==> config.mk <==
export PLATFORM = sky130hd
export DESIGN_NAME = priority_wait_queue_flat
export DESIGN_NICKNAME = d
export VERILOG_FILES = /design/src/sv/pwq_pkg.sv /design/src/sv/pwq_if.sv /design/src/sv/pwq_cell.sv /design/src/sv/priority_wait_queue.sv /design/src/flat_wrapper.sv
export SDC_FILE = /design/constraint.sdc
export NUM_CORES = 1
export LEC_CHECK = 0
export BUFFER_PORTS_ARGS = -buffer_cell sky130_fd_sc_hd__buf_2
export CORE_ASPECT_RATIO = 1.75
export CORE_MARGIN = 10
export CORE_UTILIZATION = 55
export DETAILED_ROUTE_END_ITERATION = 16
export PLACE_DENSITY_LB_ADDON = 0.2
export SYNTH_ARGS = -nofsm -noshare
export SYNTH_HDL_FRONTEND = slang
export SYNTH_SLANG_ARGS = --single-unit
==> constraint.sdc <==
create_clock -name clk -period 4.39 [get_ports clk]
set_clock_uncertainty 0.05 [all_clocks]
set_input_delay 0.878 -clock clk [delete_from_list [all_inputs] [get_ports clk]]
set_output_delay 0.878 -clock clk [all_outputs]
set_load 0.05 [all_outputs]
==> src/sv/pwq_pkg.sv <==
package pwq_pkg;

  typedef enum logic [2:0] {
    CMD_INSERT   = 3'd0,
    CMD_APPEND   = 3'd1,
    CMD_REMOVE   = 3'd2,
    CMD_WAKE_ONE = 3'd3,
    CMD_WAKE_ALL = 3'd4
  } cmd_t;

  typedef enum logic [2:0] {
    ST_OK        = 3'd0,
    ST_FULL      = 3'd1,
    ST_NOT_FOUND = 3'd2,
    ST_EMPTY     = 3'd3,
    ST_DUP       = 3'd4
  } status_t;

  // per-cycle control broadcast along the cell row
  typedef struct packed {
    logic ins_we;
    logic rem_we;
    logic append;
    logic by_id;
    logic pop;
  } cell_ctl_t;

endpackage

==> src/sv/pwq_if.sv <==
interface pwq_req_if #(
  parameter int ID_BITS   = 6,
  parameter int PRIO_BITS = 5
);
  logic                 valid;
  logic                 ready;
  logic [2:0]           cmd;
  logic [ID_BITS-1:0]   thread_id;
  logic [PRIO_BITS-1:0] priority_req;

  modport source (output valid, cmd, thread_id, priority_req, input ready);
  modport sink   (input valid, cmd, thread_id, priority_req, output ready);
endinterface

interface pwq_rsp_if #(
  parameter int ID_BITS = 6,
  parameter int CNT_W   = 5
);
  logic               valid;
  logic               ready;
  logic [2:0]         status;
  logic [ID_BITS-1:0] woken_id;
  logic               woken_valid;
  logic [CNT_W-1:0]   entry_count;
  logic               last;

  modport source (output valid, status, woken_id, woken_valid, entry_count, last,
                  input ready);
  modport sink   (input valid, status, woken_id, woken_valid, entry_count, last,
                  output ready);
endinterface

==> src/sv/pwq_cell.sv <==
module pwq_cell #(
  parameter int ID_BITS   = 6,
  parameter int PRIO_BITS = 5,
  parameter int CNT_W     = 5,
  parameter int IDX       = 0
) (
  input  logic                  clk,
  input  logic [CNT_W-1:0]      occ,
  input  pwq_pkg::cell_ctl_t    ctl,
  input  logic [ID_BITS-1:0]    new_id,
  input  logic [PRIO_BITS-1:0]  new_prio,
  input  logic [ID_BITS-1:0]    left_id,
  input  logic [PRIO_BITS-1:0]  left_prio,
  input  logic [ID_BITS-1:0]    right_id,
  input  logic [PRIO_BITS-1:0]  right_prio,
  input  logic                  shift_i,
  input  logic                  le_any_i,
  input  logic                  pull_i,
  output logic                  shift_o,
  output logic                  le_any_o,
  output logic                  pull_o,
  output logic                  hit_o,
  output logic [ID_BITS-1:0]    id_o,
  output logic [PRIO_BITS-1:0]  prio_o
);

  logic [ID_BITS-1:0]   id_r, id_nxt;
  logic [PRIO_BITS-1:0] prio_r, prio_nxt;
  logic                 live;
  logic                 le;

  assign live     = (CNT_W'(IDX) < occ);
  assign hit_o    = live && (id_r == new_id);
  // entry stays ahead of a new one unless it has strictly greater priority and the command is not an append
  assign le       = live && (ctl.append || !(prio_r > new_prio));
  assign le_any_o = le | le_any_i;
  assign shift_o  = !le_any_o;
  assign pull_o   = pull_i | (hit_o & ctl.by_id);
  assign id_o     = id_r;
  assign prio_o   = prio_r;

  always_comb begin
    id_nxt   = id_r;
    prio_nxt = prio_r;
    if (ctl.ins_we && shift_o) begin
      id_nxt   = shift_i ? left_id   : new_id;
      prio_nxt = shift_i ? left_prio : new_prio;
    end else if (ctl.rem_we && pull_o) begin
      id_nxt   = right_id;
      prio_nxt = right_prio;
    end
  end

  always_ff @(posedge clk) begin
    id_r   <= id_nxt;
    prio_r <= prio_nxt;
  end

endmodule

==> src/sv/priority_wait_queue.sv <==
// Priority wait queue of thread IDs, ordered by ascending priority value.
// in_req  : request channel (valid/ready) carrying cmd, thread_id, priority_req.
// out_rsp : result channel (valid/ready) carrying status, woken_id,
//           woken_valid, entry_count and last.
// Entries sit in a row of cells; every cell compares its entry with the
// request, and the cells behind the insertion or removal point shift
// towards their left or right neighbour. A request is taken in the idle
// state and executed in the execute state once the output register is
// free; its result is registered there. Wake-all stays in execution and
// gives one result per cycle while the output is taken, one per entry.
// The output register holds a result until it is taken; while the receiver
// stalls, one further request is taken and then execution waits.
// Reset empties the queue and clears the output valid; no clearing pass.
module priority_wait_queue #(
  parameter int QUEUE_DEPTH = 16,
  parameter int ID_BITS     = 6,
  parameter int PRIO_BITS   = 5
) (
  input logic      clk,
  input logic      rst_n,
  pwq_req_if.sink  in_req,
  pwq_rsp_if.source out_rsp
);

  localparam int CNT_W = $clog2(QUEUE_DEPTH + 1);

  typedef enum logic {S_IDLE, S_EXEC} state_t;

  state_t               state_r, state_nxt;
  logic [CNT_W-1:0]     occ_r, occ_nxt;
  logic [2:0]           cmd_r, cmd_nxt;
  logic [ID_BITS-1:0]   tid_r, tid_nxt;
  logic [PRIO_BITS-1:0] prio_r, prio_nxt;

  logic                 out_vld_r, out_vld_nxt;
  logic [2:0]           status_r, status_nxt;
  logic [ID_BITS-1:0]   woken_id_r, woken_id_nxt;
  logic                 woken_vld_r, woken_vld_nxt;
  logic [CNT_W-1:0]     count_r, count_nxt;
  logic                 last_r, last_nxt;

  pwq_pkg::cell_ctl_t   ctl;
  logic                 slot_free;
  logic                 any_hit;
  logic                 full;

  logic [ID_BITS-1:0]   cell_id   [QUEUE_DEPTH];
  logic [PRIO_BITS-1:0] cell_prio [QUEUE_DEPTH];
  logic [QUEUE_DEPTH-1:0] hit;
  logic [QUEUE_DEPTH:0] shift_c;
  logic [QUEUE_DEPTH:0] le_c;
  logic [QUEUE_DEPTH:0] pull_c;

  assign shift_c[0]          = 1'b0;
  assign pull_c[0]           = ctl.pop;
  assign le_c[QUEUE_DEPTH]   = 1'b0;

  for (genvar i = 0; i < QUEUE_DEPTH; i++) begin : g_cell
    logic [ID_BITS-1:0]   l_id, r_id;
    logic [PRIO_BITS-1:0] l_prio, r_prio;

    if (i == 0) begin : g_first
      assign l_id   = '0;
      assign l_prio = '0;
    end else begin : g_left
      assign l_id   = cell_id[i-1];
      assign l_prio = cell_prio[i-1];
    end

    if (i == QUEUE_DEPTH - 1) begin : g_end
      assign r_id   = '0;
      assign r_prio = '0;
    end else begin : g_right
      assign r_id   = cell_id[i+1];
      assign r_prio = cell_prio[i+1];
    end

    pwq_cell #(
      .ID_BITS   (ID_BITS),
      .PRIO_BITS (PRIO_BITS),
      .CNT_W     (CNT_W),
      .IDX       (i)
    ) u_cell (
      .clk        (clk),
      .occ        (occ_r),
      .ctl        (ctl),
      .new_id     (tid_r),
      .new_prio   (prio_r),
      .left_id    (l_id),
      .left_prio  (l_prio),
      .right_id   (r_id),
      .right_prio (r_prio),
      .shift_i    (shift_c[i]),
      .le_any_i   (le_c[i+1]),
      .pull_i     (pull_c[i]),
      .shift_o    (shift_c[i+1]),
      .le_any_o   (le_c[i]),
      .pull_o     (pull_c[i+1]),
      .hit_o      (hit[i]),
      .id_o       (cell_id[i]),
      .prio_o     (cell_prio[i])
    );
  end

  assign any_hit   = |hit;
  assign full      = (occ_r == CNT_W'(QUEUE_DEPTH));
  assign slot_free = !out_vld_r || out_rsp.ready;

  always_comb begin
    state_nxt     = state_r;
    occ_nxt       = occ_r;
    cmd_nxt       = cmd_r;
    tid_nxt       = tid_r;
    prio_nxt      = prio_r;
    out_vld_nxt   = out_vld_r && !out_rsp.ready;
    status_nxt    = status_r;
    woken_id_nxt  = woken_id_r;
    woken_vld_nxt = woken_vld_r;
    count_nxt     = count_r;
    last_nxt      = last_r;
    ctl           = '0;
    ctl.append    = (cmd_r == pwq_pkg::CMD_APPEND);

    case (state_r)
      S_IDLE: begin
        if (in_req.valid) begin
          cmd_nxt   = in_req.cmd;
          tid_nxt   = in_req.thread_id;
          prio_nxt  = in_req.priority_req;
          state_nxt = S_EXEC;
        end
      end
      S_EXEC: begin
        if (slot_free) begin
          out_vld_nxt   = 1'b1;
          status_nxt    = pwq_pkg::ST_OK;
          woken_id_nxt  = '0;
          woken_vld_nxt = 1'b0;
          last_nxt      = 1'b1;
          state_nxt     = S_IDLE;
          case (cmd_r)
            pwq_pkg::CMD_INSERT, pwq_pkg::CMD_APPEND: begin
              if (any_hit) begin
                status_nxt = pwq_pkg::ST_DUP;
              end else if (full) begin
                status_nxt = pwq_pkg::ST_FULL;
              end else begin
                ctl.ins_we = 1'b1;
                occ_nxt    = occ_r + 1'b1;
              end
            end
            pwq_pkg::CMD_REMOVE: begin
              ctl.by_id = 1'b1;
              if (any_hit) begin
                ctl.rem_we = 1'b1;
                occ_nxt    = occ_r - 1'b1;
              end else begin
                status_nxt = pwq_pkg::ST_NOT_FOUND;
              end
            end
            pwq_pkg::CMD_WAKE_ONE, pwq_pkg::CMD_WAKE_ALL: begin
              if (occ_r == '0) begin
                status_nxt = pwq_pkg::ST_EMPTY;
              end else begin
                ctl.pop       = 1'b1;
                ctl.rem_we    = 1'b1;
                occ_nxt       = occ_r - 1'b1;
                woken_id_nxt  = cell_id[0];
                woken_vld_nxt = 1'b1;
                if (cmd_r == pwq_pkg::CMD_WAKE_ALL && occ_r != CNT_W'(1)) begin
                  last_nxt  = 1'b0;
                  state_nxt = S_EXEC;
                end
              end
            end
            default: ;
          endcase
          count_nxt = occ_nxt;
        end
      end
      default: state_nxt = S_IDLE;
    endcase
  end

  always_ff @(posedge clk) begin
    if (!rst_n) begin
      state_r   <= S_IDLE;
      occ_r     <= '0;
      out_vld_r <= 1'b0;
    end else begin
      state_r   <= state_nxt;
      occ_r     <= occ_nxt;
      out_vld_r <= out_vld_nxt;
    end
    cmd_r       <= cmd_nxt;
    tid_r       <= tid_nxt;
    prio_r      <= prio_nxt;
    status_r    <= status_nxt;
    woken_id_r  <= woken_id_nxt;
    woken_vld_r <= woken_vld_nxt;
    count_r     <= count_nxt;
    last_r      <= last_nxt;
  end

  assign in_req.ready        = (state_r == S_IDLE);
  assign out_rsp.valid       = out_vld_r;
  assign out_rsp.status      = status_r;
  assign out_rsp.woken_id    = woken_id_r;
  assign out_rsp.woken_valid = woken_vld_r;
  assign out_rsp.entry_count = count_r;
  assign out_rsp.last        = last_r;

  a_occ_bound: assert property (@(posedge clk) disable iff (!rst_n)
    occ_r <= CNT_W'(QUEUE_DEPTH))
    else $error("occupancy beyond queue depth");

  a_occ_step: assert property (@(posedge clk) disable iff (!rst_n)
    (occ_r != $past(occ_r)) |->
      (occ_r == $past(occ_r) + 1'b1 || occ_r == $past(occ_r) - 1'b1))
    else $error("occupancy moved by more than one");

  a_rsp_from_exec: assert property (@(posedge clk) disable iff (!rst_n)
    $rose(out_vld_r) |-> $past(state_r == S_EXEC))
    else $error("result written outside execution");

  a_woken_ok: assert property (@(posedge clk) disable iff (!rst_n)
    (out_vld_r && woken_vld_r) |-> (status_r == pwq_pkg::ST_OK && count_r < CNT_W'(QUEUE_DEPTH)))
    else $error("woken result with bad status or count");

endmodule

==> src/flat_wrapper.sv <==
// flat-port wrapper written by rule: the top's interface ports become plain ports
module priority_wait_queue_flat 
#(
  parameter int QUEUE_DEPTH = 16,
  parameter int ID_BITS     = 6,
  parameter int PRIO_BITS   = 5
)
  (clk, rst_n, in_req_valid, in_req_cmd, in_req_thread_id, in_req_priority_req, in_req_ready, out_rsp_valid, out_rsp_status, out_rsp_woken_id, out_rsp_woken_valid, out_rsp_entry_count, out_rsp_last, out_rsp_ready);
  pwq_req_if #(.ID_BITS(ID_BITS), .PRIO_BITS(PRIO_BITS)) in_req_i ();
  pwq_rsp_if #(.ID_BITS(ID_BITS), .CNT_W((5))) out_rsp_i ();
  input logic clk;
  input logic rst_n;
  input wire logic [$bits(in_req_i.valid)-1:0] in_req_valid;
  input wire logic [$bits(in_req_i.cmd)-1:0] in_req_cmd;
  input wire logic [$bits(in_req_i.thread_id)-1:0] in_req_thread_id;
  input wire logic [$bits(in_req_i.priority_req)-1:0] in_req_priority_req;
  output wire logic [$bits(in_req_i.ready)-1:0] in_req_ready;
  output wire logic [$bits(out_rsp_i.valid)-1:0] out_rsp_valid;
  output wire logic [$bits(out_rsp_i.status)-1:0] out_rsp_status;
  output wire logic [$bits(out_rsp_i.woken_id)-1:0] out_rsp_woken_id;
  output wire logic [$bits(out_rsp_i.woken_valid)-1:0] out_rsp_woken_valid;
  output wire logic [$bits(out_rsp_i.entry_count)-1:0] out_rsp_entry_count;
  output wire logic [$bits(out_rsp_i.last)-1:0] out_rsp_last;
  input wire logic [$bits(out_rsp_i.ready)-1:0] out_rsp_ready;
  assign in_req_i.valid = in_req_valid;
  assign in_req_i.cmd = in_req_cmd;
  assign in_req_i.thread_id = in_req_thread_id;
  assign in_req_i.priority_req = in_req_priority_req;
  assign in_req_ready = in_req_i.ready;
  assign out_rsp_valid = out_rsp_i.valid;
  assign out_rsp_status = out_rsp_i.status;
  assign out_rsp_woken_id = out_rsp_i.woken_id;
  assign out_rsp_woken_valid = out_rsp_i.woken_valid;
  assign out_rsp_entry_count = out_rsp_i.entry_count;
  assign out_rsp_last = out_rsp_i.last;
  assign out_rsp_i.ready = out_rsp_ready;
  priority_wait_queue #(.QUEUE_DEPTH(QUEUE_DEPTH), .ID_BITS(ID_BITS), .PRIO_BITS(PRIO_BITS)) u_core (.clk(clk), .rst_n(rst_n), .in_req(in_req_i), .out_rsp(out_rsp_i));
endmodule
### Word-level counts from Yosys, hierarchy flattened

Cells that the tools add are included.

| word-level totals | value |
|---|---|
| word-level logic and storage cells | 414 |
| register bits after elaboration | 213 |
| input port bits | 18 |
| output and inout bits | 18 |

| cells by class | value |
|---|---|
| bitwise operators | 49 |
| reduce and logical (&&, ||, !) cells | 141 |
| add/sub/neg operators | 2 |
| mux-type cells | 125 |
| magnitude comparators | 32 |
| eq/ne operators | 22 |

Operators by type and width:

| cell | number |
|---|---|
| 6-bit two-way mux | 47 |
| 5-bit two-way mux | 51 |
| 6-bit == test | 16 |
| 5-bit greater-than comparator | 16 |
| 1-bit logical AND | 66 |
| 4-bit by 5-bit less-than comparator with 1-bit output, first input constant | 8 |
| 1-bit zero test | 34 |
| 2-bit nonzero test | 16 |
| 1-bit OR | 31 |
| 3-bit by 5-bit less-than comparator with 1-bit output, first input constant | 4 |
| 1-bit logical OR | 17 |
| 1-bit bitwise AND | 16 |
| 1-bit two-way mux | 16 |
| 16-bit OR reduction | 1 |
| 5-bit case mux with 3 select lines | 1 |
| 2-bit two-way mux | 6 |
| 1-bit by 5-bit less-than comparator with 1-bit output, first input constant | 2 |
| 2-bit by 5-bit less-than comparator with 1-bit output, first input constant | 2 |
| 3-bit case mux with 3 select lines | 1 |
| 3-bit by 2-bit == test with 1-bit output, second input constant | 2 |
| 2-bit OR reduction | 3 |
| 5-bit by 1-bit adder with 5-bit output, second input constant | 1 |
| 5-bit == test, second input constant | 1 |
| 5-bit zero test | 1 |
| other kinds (9) | 12 |

### Longest topological paths before layout

Gate-level depths: netlist (run 1).

| depth | value |
|---|---|
| depth in word-level cells | 25 |
| gate-level depth with buffers | 14 |
| depth with buffers taken out | 11 |

### Hierarchy

From an unflattened synthesis (run 1), not the netlist that was laid out.

| second synthesis, totals | value |
|---|---|
| cell total of the unflattened synthesis | 1384 |
| area total of the unflattened synthesis | 16201.8 um^2 |

By module, submodules not included:

| module | times used | cells each | area each (um^2) | seq. area each (um^2) |
|---|---|---|---|---|
| priority_wait_queue | 1 | 149 | 1707.9 | 1041.0 |
| pwq_cell (u_core.g_cell[8].u_cell) | 1 | 78 | 940.9 | 330.3 |
| pwq_cell (u_core.g_cell[4].u_cell) | 1 | 76 | 917.1 | 330.3 |
| pwq_cell (u_core.g_cell[2].u_cell) | 1 | 75 | 914.6 | 330.3 |
| pwq_cell (u_core.g_cell[12].u_cell) | 1 | 79 | 913.4 | 330.3 |
| pwq_cell (u_core.g_cell[6].u_cell) | 1 | 75 | 912.1 | 330.3 |
| pwq_cell (u_core.g_cell[5].u_cell) | 1 | 79 | 909.6 | 330.3 |
| pwq_cell (u_core.g_cell[10].u_cell) | 1 | 77 | 907.1 | 330.3 |
| pwq_cell (u_core.g_cell[9].u_cell) | 1 | 78 | 904.6 | 330.3 |
| pwq_cell (u_core.g_cell[0].u_cell) | 1 | 78 | 900.9 | 330.3 |
| pwq_cell (u_core.g_cell[1].u_cell) | 1 | 79 | 900.9 | 330.3 |
| pwq_cell (u_core.g_cell[3].u_cell) | 1 | 79 | 899.6 | 330.3 |
| pwq_cell (u_core.g_cell[11].u_cell) | 1 | 79 | 895.9 | 330.3 |
| pwq_cell (u_core.g_cell[13].u_cell) | 1 | 75 | 895.9 | 330.3 |
| 3 more rows | n/a | n/a | n/a | n/a |

### Least setup slack after synthesis (run 1)

No wires, ideal clock.

| timing | value |
|---|---|
| path kind | reg2reg |
| start | register u_core.prio_r[2] |
| end | register u_core.g_cell[0].u_cell.id_r[0] (enable) |
| required time | 3.957 ns |
| stages on the path, launching flop included | 12 |
| path buffers | 2 |
| clock period less this slack | 4.014 ns |
| setup time | 0.383 ns |
| arrival | 3.580 ns |
| slack | 0.376 ns |
| cell sequence | edfxtp_1 -> inv_1 -> ha_1 -> and3_1 -> a31oi_1 -> nand2_1 -> o21a_1 -> clkbuf_1 -> nor4_1 -> nand4_2 -> clkbuf_1 -> o22ai_1 |

| between the ends | value |
|---|---|
| cells in the longest elaborated chain, start to end | 22 |
| elaborated cells between the ends (all ways) | 82 |
| those cells by class | 16 x order compare; 15 x bitwise; 51 x reduce/logical |

Ends and longest elaborated chain:

| element | line | text |
|---|---|---|
| start, declared | priority_wait_queue.sv:33 | `logic [PRIO_BITS-1:0] prio_r, prio_nxt;` |
| start signal, assigned | priority_wait_queue.sv:197 | `prio_r <= prio_nxt;` |
| 5-bit greater-than comparator | pwq_cell.sv:35 | `assign le = live && (ctl.append \|\| !(prio_r > new_prio));` |
| 1-bit zero test | pwq_cell.sv:35 |  |
| 1-bit logical OR | pwq_cell.sv:35 |  |
| 1-bit logical AND | pwq_cell.sv:35 |  |
| 1-bit OR (14 in a row) | pwq_cell.sv:36 | `assign le_any_o = le \| le_any_i;` |
| 1-bit OR * | pwq_cell.sv:36 |  |
| 1-bit zero test * | pwq_cell.sv:37 | `assign shift_o = !le_any_o;` |
| 1-bit logical AND * | pwq_cell.sv:45 | `if (ctl.ins_we && shift_o) begin` |
| 2-bit nonzero test (no source line) * | n/a |  |
| end signal, assigned | pwq_cell.sv:55 | `id_r <= id_nxt;` |
| end, declared | pwq_cell.sv:27 | `logic [ID_BITS-1:0] id_r, id_nxt;` |

Mark *: on every way between the ends. The rest lies on a longest branch, timed or not.
A chain may end at the register's enable or synchronous reset.

### Worst setup path after layout (run 1)

| timing | value |
|---|---|
| start | register u_core.tid_r[4] |
| end | register u_core.g_cell[12].u_cell.id_r[5] (enable) |

| between the ends | value |
|---|---|
| cells in the longest elaborated chain, start to end | 18 |
| elaborated cells between the ends (all ways) | 68 |
| those cells by class | 16 x eq/ne; 6 x mux; 26 x bitwise; 20 x reduce/logical |

Ends and longest elaborated chain:

| element | line | text |
|---|---|---|
| start, declared | priority_wait_queue.sv:32 | `logic [ID_BITS-1:0] tid_r, tid_nxt;` |
| start signal, assigned | priority_wait_queue.sv:196 | `tid_r <= tid_nxt;` |
| 6-bit == test | pwq_cell.sv:33 | `assign hit_o = live && (id_r == new_id);` |
| 1-bit logical AND | pwq_cell.sv:33 |  |
| 1-bit bitwise AND | pwq_cell.sv:38 | `assign pull_o = pull_i \| (hit_o & ctl.by_id);` |
| 1-bit OR (13 in a row) | pwq_cell.sv:38 |  |
| 1-bit logical AND | pwq_cell.sv:48 | `end else if (ctl.rem_we && pull_o) begin` |
| 2-bit nonzero test (no source line) * | n/a |  |
| end signal, assigned | pwq_cell.sv:55 |  |
| end, declared | pwq_cell.sv:27 |  |

Marks and branches as above.

==> run_results.csv, run 1 <==
group,metric,value,unit
power,power.density,354.3,nW/µm²
grt,use_met1,27.99,%
drt,drt_iter0_drc,1088,
setup_path,worstPathArrival,4.57,ns
synth,synth.most_common_cell,"edfxtp_1",
synth,syn_inst,1396,
sta,fin_ws,-0.06223,ns
setup_path,end_kind,"flip-flop",
run_status,status,"finished, violations left",
setup_path,cp_data_required_time,4.51,ns
sta,slew-limit-headroom,16.29,%
grt,grtUsageMet2,47.63,%
sta,hold_viol_final,0,
synth,synthArstFlopShare,0,%
synth,yosysTopAreaCell,"edfxtp_1",
clock_network,clock_path_buffers,3,
sta,clock.fmax,224.6,MHz
clock_network,ctsResizeCount,0,
sta,setup_viol,22,
synth,synth-seq-cells,213,
setup_path,crit_type,"flip-flop to flip-flop",
synth,synth-edff-count,206,
run_status,violations,"setup timing",
power,peakVddDrop,0.0003165,V
clock_network,clk_latency,0.53,ns
clock_network,clockRootBuffer,"clkbuf_16",
drt,viasPerCell,6.522,
sta,worst-slew-pin-transition,1.250,ns
synth,ys_seq_area_share,44.37,%
die,ios,36,
drt,wl,45090,µm
die,core_area,25430,µm²
grt,overflow,0,
synth,synth_commonest_cells,"206 x edfxtp_1, 111 x mux2i_1, 110 x nor2_1",
placed_design,hpwlAfterDp,33550,µm
final_layout,nNetsFinal,1535,
drt,drc,0,
final_layout,area_growth,10.45,%
die,fp.dieW,141.7,µm
setup_path,worst_setup_path_start_kind,"flip-flop",
final_layout,drive_gt1_share,13.94,%
synth,yosysTopAreaCellShare,43.38,%
sta,period_share,101.4,%
power,leakage,6.495,nW
placed_design,portBuffers,35,
worst_hold_path,min-delay-path-class,"flip-flop to flip-flop",
final_layout,final_cell_count_no_fill,1765,
final_layout,seq_area,6326,µm²
setup_path,crit_fanout,26,
synth,synth_nets,1498,
grt,grt_max_degree,33,
final_layout,insertedDiodeCount,0,
grt,grt_pass1_wl,67930,µm
grt,grt_busiest_layer,"met2",
drt,wl_per_cell,25.55,µm
clock_network,htreeDepth,1,
sta,slew_violations,0,
grt,grtUsageTotal,26.63,%
placed_design,place_inst,1725,
synth,avgSynthCellArea,10.21,µm²
placed_design,place_congestion,0.9866,
clock_network,clk_pin_slew_worst_paths,0.07,ns
die,start_util,56.06,%
grt,use_met3,2.488,%
grt,antenna_found_initial,0,
synth,yosysWarnings,0,
synth,synth_ff_type,"edfxtp_1",
clock_network,hold_buffers,0,
clock_network,postCtsSetupRepairBufs,0,
clock_network,numCtsBuffers,22,
synth,synthesis.area,14260,µm²
sta,holdWs,0.4604,ns
die,fp-row-count,77,
setup_path,r2r_slack,-0.06,ns
clock_network,clock_sinks,213,
grt,grt_pass1_vias,11630,
drt,postRouteAntennaNets,0,
run,cap_violations,0,
synth,yosys.cell_types.count,71,
synth,synth_area_leaders,"edfxtp_1 43%, mux2i_1 7.8%, ha_1 7.4%, o21ai_0 3.8%, a21oi_1 3.5%",
die,dieArea,33020,µm²
sta,grt_setup_unrepaired,"yes",
clock_network,cts_tree,"done",
die,die_h,233,µm
drt,first_pass_iters,5,
sta,period_needed,4.452,ns
drt,dr_total_vias,11510,
final_layout,nFillCells,2139,
final_layout,multiInputGateArea,7267,µm²
[through the flow]
step	cell area, µm²	utilization (%)	total power, mW	TNS (ns)	setup WS, ns
2_1_floorplan	14260	-	3.224	0	0.3763
3_3_place_gp	14990	58.94	3.563	0	0.2508
3_5_place_dp	14990	58.94	3.588	0	0.07532
4_1_cts	15750	61.92	5.583	0	0.07245
5_1_grt	15750	61.92	5.751	-0.4261	-0.04039
6_report	15750	61.92	5.580	-1.137	-0.06223
[metal layers]
layer / wire [µm] / share of wire, % / vias up
li1: - / - / 5214
met1: 15670 / 35 / 5584
met2: 23340 / 52 / 530
met3: 2159 / 4.8 / 184
met4: 3920 / 8.7 / 0
met5: 0 / 0 / -
[area by class of cell]
cell class	count	share of cell area [%]
Tap cell	316	2.511
Multi-Input combinational cell	1028	46.14
Timing Repair Buffer	106	4.894
Sequential cell	213	40.17
Inverter	62	1.478
Clock inverter	12	0.9057
Clock buffer	28	3.901
[worst max-delay path, cell delays in order (launching register included)]
cell      delay (ns)
edfxtp_1        0.53
buf_4           0.44
xor2_1          0.20
nor4_1          0.58
nand4_1         0.21
and2_1          0.24
and4_1          0.25
a311oi_1        0.67
a21boi_0        0.40
nand2b_1        0.51
[kinds of logic (layout without fill, tap and decap cells)]
| family | count (synthesis) | in the layout | share of synthesized area, % |
|---|---|---|---|
| adders and majority gates | 84 | 84 | 7.371 |
| and+or+nand+nor | 355 | 355 | 11.83 |
| xor gates and xnor gates | 100 | 100 | 6.143 |
| AOI/OAI and AO/OA | 338 | 338 | 14.28 |
| buffers and inverters | 155 | 208 | 4.721 |
| DFF | 213 | 213 | 44.37 |
| muxes | 151 | 151 | 11.29 |
[layout by cell type, fill, tap and decap left out, types with 35 or more instances in the layout]
cell	n
a21oi_1	99
buf_2	35
buf_4	66
edfxtp_1	206
ha_1	84
inv_1	60
mux2i_1	111
nand2_1	107
nor2_1	110
o21ai_0	108
xnor2_1	51
xor2_1	49
[report_power, final]
group          leakage, nW  switching [mW]  internal [mW]
Combinational         4.18           0.708          0.427
Clock                0.371           0.843           1.17
Sequential            1.94          0.0934           2.34
[worst paths after layout]
path | cells after the start | endpoint | from
worst min-delay path | 2 | u_core.out_rsp.valid | u_core.out_rsp.valid
worst min register to register | 2 | u_core.out_rsp.valid | u_core.out_rsp.valid
worst max register to register | 9 | u_core.g_cell[12].u_cell.id_o[5] | u_core.tid_r[4]
worst max-delay path | 9 | u_core.g_cell[12].u_cell.id_o[5] | u_core.tid_r[4]
[flip-flops by register name, indices dropped and copies added (netlist names), 3 cells and up]
register,count
u_core.cmd_r,3
u_core.g_cell.u_cell.id_o,96
u_core.g_cell.u_cell.prio_o,80
u_core.occ_r,5
u_core.out_rsp.entry_count,5
u_core.out_rsp.status,3
u_core.out_rsp.woken_id,6
u_core.prio_r,5
u_core.tid_r,6
Power figures use the tool's default switching activity.
==> run 2: changes to the inputs <==
REMOVE_ABC_BUFFERS = 1   (was default)
==> run 2 against run 1 <==
Utilization up 0.14 points; final area up 0.22%; the flow now finishes without violations; non-clock buffer count up 13; count of clock-buffer cells in the layout down 2; critical path depth up 1; sequential share of layout area down 0.089 points; hold slack better by 0.0091 ns; largest cell class unchanged; sequential power about the same; power down 1.3%.
==> run_results.csv, run 2 (synthesis results as in run 1) <==
group,metric,value,unit
run_status,status,"finished, final reports clean",
setup_path,cpMaxStageDelayCell,"edfxtp_1",
placed_design,place_inst,1736,
power,combinationalPowerShare,20.4,%
final_layout,area_growth,10.70,%
grt,grt_pass1_vias,11460,
sta,setup_viol,0,
placed_design,pre_cts_slack,0.2203,ns
drt,first_pass_iters,7,
final_layout,final_common_cell,"edfxtp_1",
worst_hold_path,min-delay-path-class,"flip-flop to flip-flop",
grt,antenna_found_initial,0,
sta,holdWs,0.4695,ns
clock_network,numCtsBuffers,22,
drt,viasPerCell,6.436,
sta,worst-slew-pin-transition,0.8999,ns
clock_network,clock_sinks,213,
setup_path,cp_data_required_time,4.50,ns
die,fp.dieW,141.7,µm
die,start_util,56.06,%
final_layout,largest_reg_flops,96,
final_layout,drive_gt1_share,14.45,%
setup_path,worst_path_largest_cell_delay,0.94,ns
clock_network,clk_pin_slew_worst_paths,0.07,ns
drt,drc,0,
power,p_sw,1.607,mW
final_layout,insertedDiodeCount,0,
grt,grt_max_degree,33,
placed_design,place_congestion,0.9616,
power,p_clk_share,35.4,%
drt,wl_per_cell,24.74,µm
die,core_area,25430,µm²
clock_network,postCtsSetupRepairBufs,0,
grt,overflow,0,
setup_path,path_cells,"xor2_1 > or4_1 > nor4_1 > nor4_1 > and4_1 > buf_4 > a311oi_1 > buf_4 > a21boi_0 > nand2b_1",
clock_network,clockRootBuffer,"clkbuf_16",
clock_network,clock_path_buffers,3,
setup_path,crit_fanout,17,
final_layout,nNetsFinal,1548,
sta,period_share,96.45,%
sta,period_needed,4.234,ns
sta,grt_setup_unrepaired,"no",
die,dieArea,33020,µm²
clock_network,cts_tree,"done",
clock_network,ctsResizeCount,0,
sta,clock.fmax,236.2,MHz
sta,hold_viol_final,0,
final_layout,final_cell_mix,"206 x edfxtp_1, 111 x mux2i_1, 110 x nor2_1, 108 x o21ai_0, 107 x nand2_1",
final_layout,nFillCells,2147,
drt,wl,43940,µm
drt,postRouteAntennaNets,0,
sta,finalSetupTns,0,ns
power,p_sw_share,29.20,%
placed_design,portBuffers,35,
placed_design,hpwlAfterDp,33170,µm
power,total_power,5.506,mW
setup_path,worstPathArrival,4.34,ns
setup_path,path_buf_inv,2,
grt,grtUsageTotal,25.85,%
sta,slew_violations,0,
clock_network,clk_latency,0.53,ns
setup_path,end_kind,"flip-flop",
setup_path,crit_type,"flip-flop to flip-flop",
drt,drt_iter0_drc,885,
power,power.density,348.8,nW/µm²
sta,slew-limit-headroom,40.01,%
clock_network,hold_buffers,0,
die,ios,36,
sta,fin_ws,0.1559,ns
power,p_int,3.898,mW
setup_path,worst_setup_path_start_kind,"flip-flop",
grt,grt_pass1_wl,65970,µm
power,pwr-share-seq,44.2,%
drt,dr_total_vias,11430,
die,die_h,233,µm
power,leakage,6.538,nW
setup_path,cp_top_family,"simple AND/OR/NAND/NOR gates",
final_layout,final_cell_count_no_fill,1776,
power,peakVddDrop,0.0003303,V
run,cap_violations,0,
die,fp-row-count,77,
clock_network,htreeDepth,1,
-- run 2: cell type report --
type | count | area (µm²) | area share, %
Clock buffer | 26 | 586.8 | 3.718
Clock inverter | 12 | 135.1 | 0.8561
Inverter | 62 | 232.7 | 1.474
Multi-Input combinational cell | 1028 | 7264 | 46.02
Sequential cell | 213 | 6326 | 40.08
Tap cell | 316 | 395.4 | 2.505
Timing Repair Buffer | 119 | 843.3 | 5.343
-- run 2: power groups by stage --
| stage | clock network, mW | logic (mW) | registers, mW |
|---|---|---|---|
| after CTS | 1.97 | 1.11 | 2.43 |
| after floorplan | 0 | 0.676 | 2.50 |
| after global placement | 0 | 1.09 | 2.47 |
| final | 1.95 | 1.12 | 2.43 |
| after detailed placement | 0 | 1.10 | 2.47 |
| after global routing | 2.04 | 1.21 | 2.44 |
-- run 2: metal layers --
metal,GRT usage (%),wire length (µm),vias to the layer above
met3,2.549,1994,190
met2,48.18,23480,486
met4,16.76,3171,0
met5,0,0,-
met1,26.59,15300,5519
li1,-,-,5236
-- run 2: worst reg2reg max path: stages, from the launching register on --
cell      delay [ns]
edfxtp_1        0.94
xor2_1          0.15
or4_1           0.46
nor4_1          0.50
nor4_1          0.14
and4_1          0.27
buf_4           0.17
a311oi_1        0.30
buf_4           0.19
a21boi_0        0.19
nand2b_1        0.50
-- run 2: worst paths after layout --
path	cells after the start	to	start	slack [ns]
min	2	u_core.out_rsp.valid	u_core.state_r	0.47
max	10	u_core.g_cell[12].u_cell.prio_o[4]	u_core.tid_r[0]	0.16
min reg2reg	2	u_core.out_rsp.valid	u_core.state_r	0.47
max reg2reg	10	u_core.g_cell[12].u_cell.prio_o[4]	u_core.tid_r[0]	0.16
-- run 2: per-stage QoR --
stage          instance area (µm²)  utilization (%)
2_1_floorplan                13820                -
3_3_place_gp                 15050            59.16
3_5_place_dp                 15050            59.16
4_1_cts                      15770            62.00
5_1_grt                      15780            62.06
6_report                     15780            62.06
